===== config.mk =====
export PLATFORM = sky130hd
export DESIGN_NAME = cafc_ctrl
export DESIGN_NICKNAME = d
export VERILOG_FILES = /design/src/rtl/core/cafc_pkg.sv /design/src/rtl/core/cafc_ctrl.sv
export SDC_FILE = /design/constraint.sdc
export NUM_CORES = 1
export LEC_CHECK = 0
export CORE_AREA = 2 2 39 41
export CTS_CLUSTER_DIAMETER = 40
export DETAILED_ROUTE_END_ITERATION = 6
export DIE_AREA = 0 0 41 43
export DONT_BUFFER_PORTS = 1
export GPL_TIMING_DRIVEN = 0
export PLACE_DENSITY_LB_ADDON = 0.25
export SLEW_MARGIN = 20
export SYNTH_ARGS = -nofsm -noshare
export SYNTH_HDL_FRONTEND = slang
export SYNTH_SLANG_ARGS = --single-unit
export TNS_END_PERCENT = 50

===== constraint.sdc =====
create_clock -name aclk -period 1.17 [get_ports aclk]
set_input_delay 0.1755 -clock aclk [delete_from_list [all_inputs] [get_ports aclk]]
set_output_delay 0.1755 -clock aclk [all_outputs]
set_load 0.05 [all_outputs]

===== src/rtl/core/cafc_pkg.sv =====
// shared types and constants for the flag alu core
// no dependencies
`default_nettype none
package cafc_pkg;
    typedef enum logic [4:0] {
        K_ADD = 5'd0, K_ADDX = 5'd1, K_SUB = 5'd2, K_SUBX = 5'd3, K_NEG = 5'd4,
        K_NEGX = 5'd5, K_CMP = 5'd6, K_AND = 5'd7, K_OR = 5'd8, K_EOR = 5'd9,
        K_NOT = 5'd10, K_CLR = 5'd11, K_TST = 5'd12, K_ASL = 5'd13, K_ASR = 5'd14,
        K_LSL = 5'd15, K_LSR = 5'd16, K_ROL = 5'd17, K_ROR = 5'd18, K_ROXL = 5'd19,
        K_ROXR = 5'd20, K_MULU = 5'd21, K_MULS = 5'd22, K_DIVU = 5'd23,
        K_DIVS = 5'd24, K_ABCD = 5'd25, K_SBCD = 5'd26, K_NBCD = 5'd27,
        K_TCC = 5'd28
    } kind_t;

    typedef enum logic [2:0] {
        S_IDLE, S_SHIFT, S_DIV, S_DIVFIX, S_DONE, S_OUT
    } state_t;

    // controller to datapath
    typedef struct packed {
        logic load;
        logic shift_step;
        logic div_step;
        logic finish;
    } cmd_t;

    // datapath to controller
    typedef struct packed {
        logic is_shift;
        logic is_div;
        logic cnt_zero;
        logic div_last;
    } sts_t;

    localparam int DivSteps = 32;
endpackage
`default_nettype wire


===== src/rtl/core/cafc_ctrl.sv =====
// sequencing state machine for the flag alu core
// depends on cafc_pkg
`default_nettype none
module cafc_ctrl (
    input  wire logic          aclk,
    input  wire logic          aresetn,
    input  wire logic          in_fire,
    input  wire logic          out_fire,
    input  cafc_pkg::sts_t     sts,
    output cafc_pkg::cmd_t     cmd,
    output logic               busy,
    output logic               out_valid
);
    import cafc_pkg::*;

    state_t state_reg, state_next;

    always_ff @(posedge aclk) begin
        if (!aresetn) state_reg <= S_IDLE;
        else state_reg <= state_next;
    end

    always_comb begin
        state_next = state_reg;
        cmd = '0;
        busy = 1'b1;
        out_valid = 1'b0;
        unique case (state_reg)
            S_IDLE: begin
                busy = 1'b0;
                if (in_fire) begin
                    cmd.load = 1'b1;
                    state_next = S_SHIFT;
                end
            end
            S_SHIFT: begin
                if (sts.is_shift && !sts.cnt_zero) cmd.shift_step = 1'b1;
                else if (sts.is_div) state_next = S_DIV;
                else state_next = S_DONE;
            end
            S_DIV: begin
                cmd.div_step = 1'b1;
                if (sts.div_last) state_next = S_DONE;
            end
            S_DIVFIX: state_next = S_DONE;
            S_DONE: begin
                cmd.finish = 1'b1;
                state_next = S_OUT;
            end
            S_OUT: begin
                out_valid = 1'b1;
                if (out_fire) state_next = S_IDLE;
            end
            default: state_next = S_IDLE;
        endcase
    end
endmodule
`default_nettype wire


==> metrics <==
first-pass iteration count of the detailed router=3; IO Port Bufs=0; GRT overflow=0; CTS tree=done; area of the core=1380 µm²; CP delay by family, top=simple AND/OR/NAND/NOR gates; fin. max-slew vios=0; Post-CTS Hold Buffers=0; Rel. slew slack=0.516; I/O Pins=14; Die Ht=43 µm; GPL Wtd Cong=between 0.7 and 0.8; Worst-Margin Slew=~0.72 ns; Yosys cell types=19; Required @ worst endpoint=slightly below 1 ns; clk_lat worst skew=around 0.23 ns; All-Layer GR Usage=0.0984; DRC viols=0; vias=244; violated checks=negative setup slack; worst-path maximum fanout=3; Synth async-reset ratio=0; reg2reg start=state_reg[1]; fin cells=54; Worst-path clk slew=around 0.040 ns; final instance area=around 420 µm²; Max-Cap Viols=0; type of the worst setup path=reg2out; Final setup viols=9; share of the synthesized area in the top cell type=0.222; Vias/cell=~4.5; diode count=0; worst setup margin=-0.469 ns; cell count after placement=44; Fmax=around 610 MHz; setup slack, reg-to-reg=-0.14 ns; Peak VDD IR=0.453 mV; H-tree depth=1; YS warnings=0; synthesized netlist cell count=28; Reg-to-Reg End=state_reg[1]; Worst Path Buf+Inv=1; Final Power=0.514 mW; Post-synth top cells=buf_6, dfxtp_1, nor3b_1; max reg flops=3; Critical Path Source=state_reg[2]; Die Wd=between 40 and 50 µm; status=finished with violations; CTS Sinks=3; ANT nets after route=0; data arrival time of the worst path=1.46 ns; number of global-route vias before repair=approximately 260; Post-DP Area=between 300 and 400 µm²; Slowest cell on crit path=or3_4; hpwl dp=~420 µm; WL final=approximately 660 µm; total die area=about 1800 µm²; stages on the worst setup path=3; CP startpoint kind=register; worst-path cell chain=buf_6 > or3_4 > nor2_4; Tightest Hold Check Type=in2reg; FF-to-FF path depth=4; worst-case clock skew=about 0.0039 ns; main flop type after synthesis=dfxtp_1; dominant cell type by area after synthesis=dfxtp_1; Power Density=between 1000 and 1500 nW/µm²; Max stage delay on crit path=roughly 0.49 ns; share of the yosys chip area belonging to registers=0.222; Iter 0 DRT Violations=2; Area contributors post-synth=dfxtp_1, buf_6, mux2_4, nor3b_1, o31ai_4; proportion of layout cells with a drive suffix above 1=0.632; CTS Root Cell=clkbuf_4; average size of a mapped cell=just under 10 µm²; fin nets=47; RSZ-0062 raised after global routing=true; antenna violations before repair=0; Post-Synthesis Cell Area=270 µm²; site row count=14; number of flops mapped to enable cells by yosys=0; Lkg Pwr=between 0.15 and 0.2 nW; WL per Instance=around 12 µm; post-route minimum period=~1.6 ns; Fin. Hold Viols=0; Num CTS Buffers=3; Area growth syn-to-layout=56.5%; Longest Clk Path Bufs=2; Core Util, Final=0.306; pin count of the biggest net entering global routing=11; Yosys reg bits=3; end point of the critical path=cmd[3]; global-route wire length before repair=between 1 and 1.5 mm; syn_nets=36; Setup WS pre-CTS=-0.256 ns; final period utilization=1.40; Initial Util=0.195; Setup crit end kind=primary output
-- how the worst min path moves through the flow --
stage	start	cells past startpoint	slack (ns)	end
after floorplan	aresetn	2	0.30	state_reg[2]
after global placement	aresetn	2	0.32	state_reg[0]
after detailed placement	aresetn	2	0.31	state_reg[2]
after CTS	aresetn	2	0.06	state_reg[2]
after global routing	aresetn	2	0.06	state_reg[0]
final	aresetn	2	0.08	state_reg[0]
-- routing by layer --
metal / track usage / share of wire / vias to the layer above
met5: 0 / 0 / -
li1: - / - / 119
met3: 0.0471 / 0.092 / 0
met2: 0.116 / 0.54 / 8
met1: 0.109 / 0.37 / 117
met4: 0.120 / 0 / 0
-- area by class of cell --
cell class	instances	area, µm²
tap	16	20.0
timing repair buffer	6	48.8
clock buffer	4	26.3
buffer	3	37.5
fill	144	961
inverter	2	7.51
multi-input combinational	20	220
sequential	3	62.6
-- placed cells by master (no fill, tap or decap), types with 2 or more instances in the layout --
cell	instances
mux2_4	2
inv_1	2
buf_6	3
buf_4	5
nor3b_4	2
dfxtp_2	2
clkbuf_4	3
-- cell families after synthesis --
logic type	Yosys count	share of synthesized area
flip-flops	3	0.222
multiplexers	2	0.111
buffers and inverters	5	0.153
AO/OA/AOI/OAI	4	0.181
AND/OR/NAND/NOR	14	0.333
-- power by group --
part	total, mW	switching (mW)	internal [mW]
sequential	0.117	0.00471	0.112
clock	0.180	0.0524	0.128
combinational	0.217	0.131	0.0862
total	0.514	0.188	0.326
-- timing repair --
action / CTS / global route
buffers inserted: 3 / 3
setup endpoints to repair: 7 / 9
pin swaps: 2 / 2
resized for setup: 4 / 1
-- stage by stage --
step	hold WS [ns]	TNS, ns
after floorplan	0.301	-0.614
after global placement	0.318	-0.845
after detailed placement	0.315	-0.868
after CTS	0.0571	-1.97
after global routing	0.0644	-2.69
final	0.0783	-2.24
(Power assumes the default switching activity.)
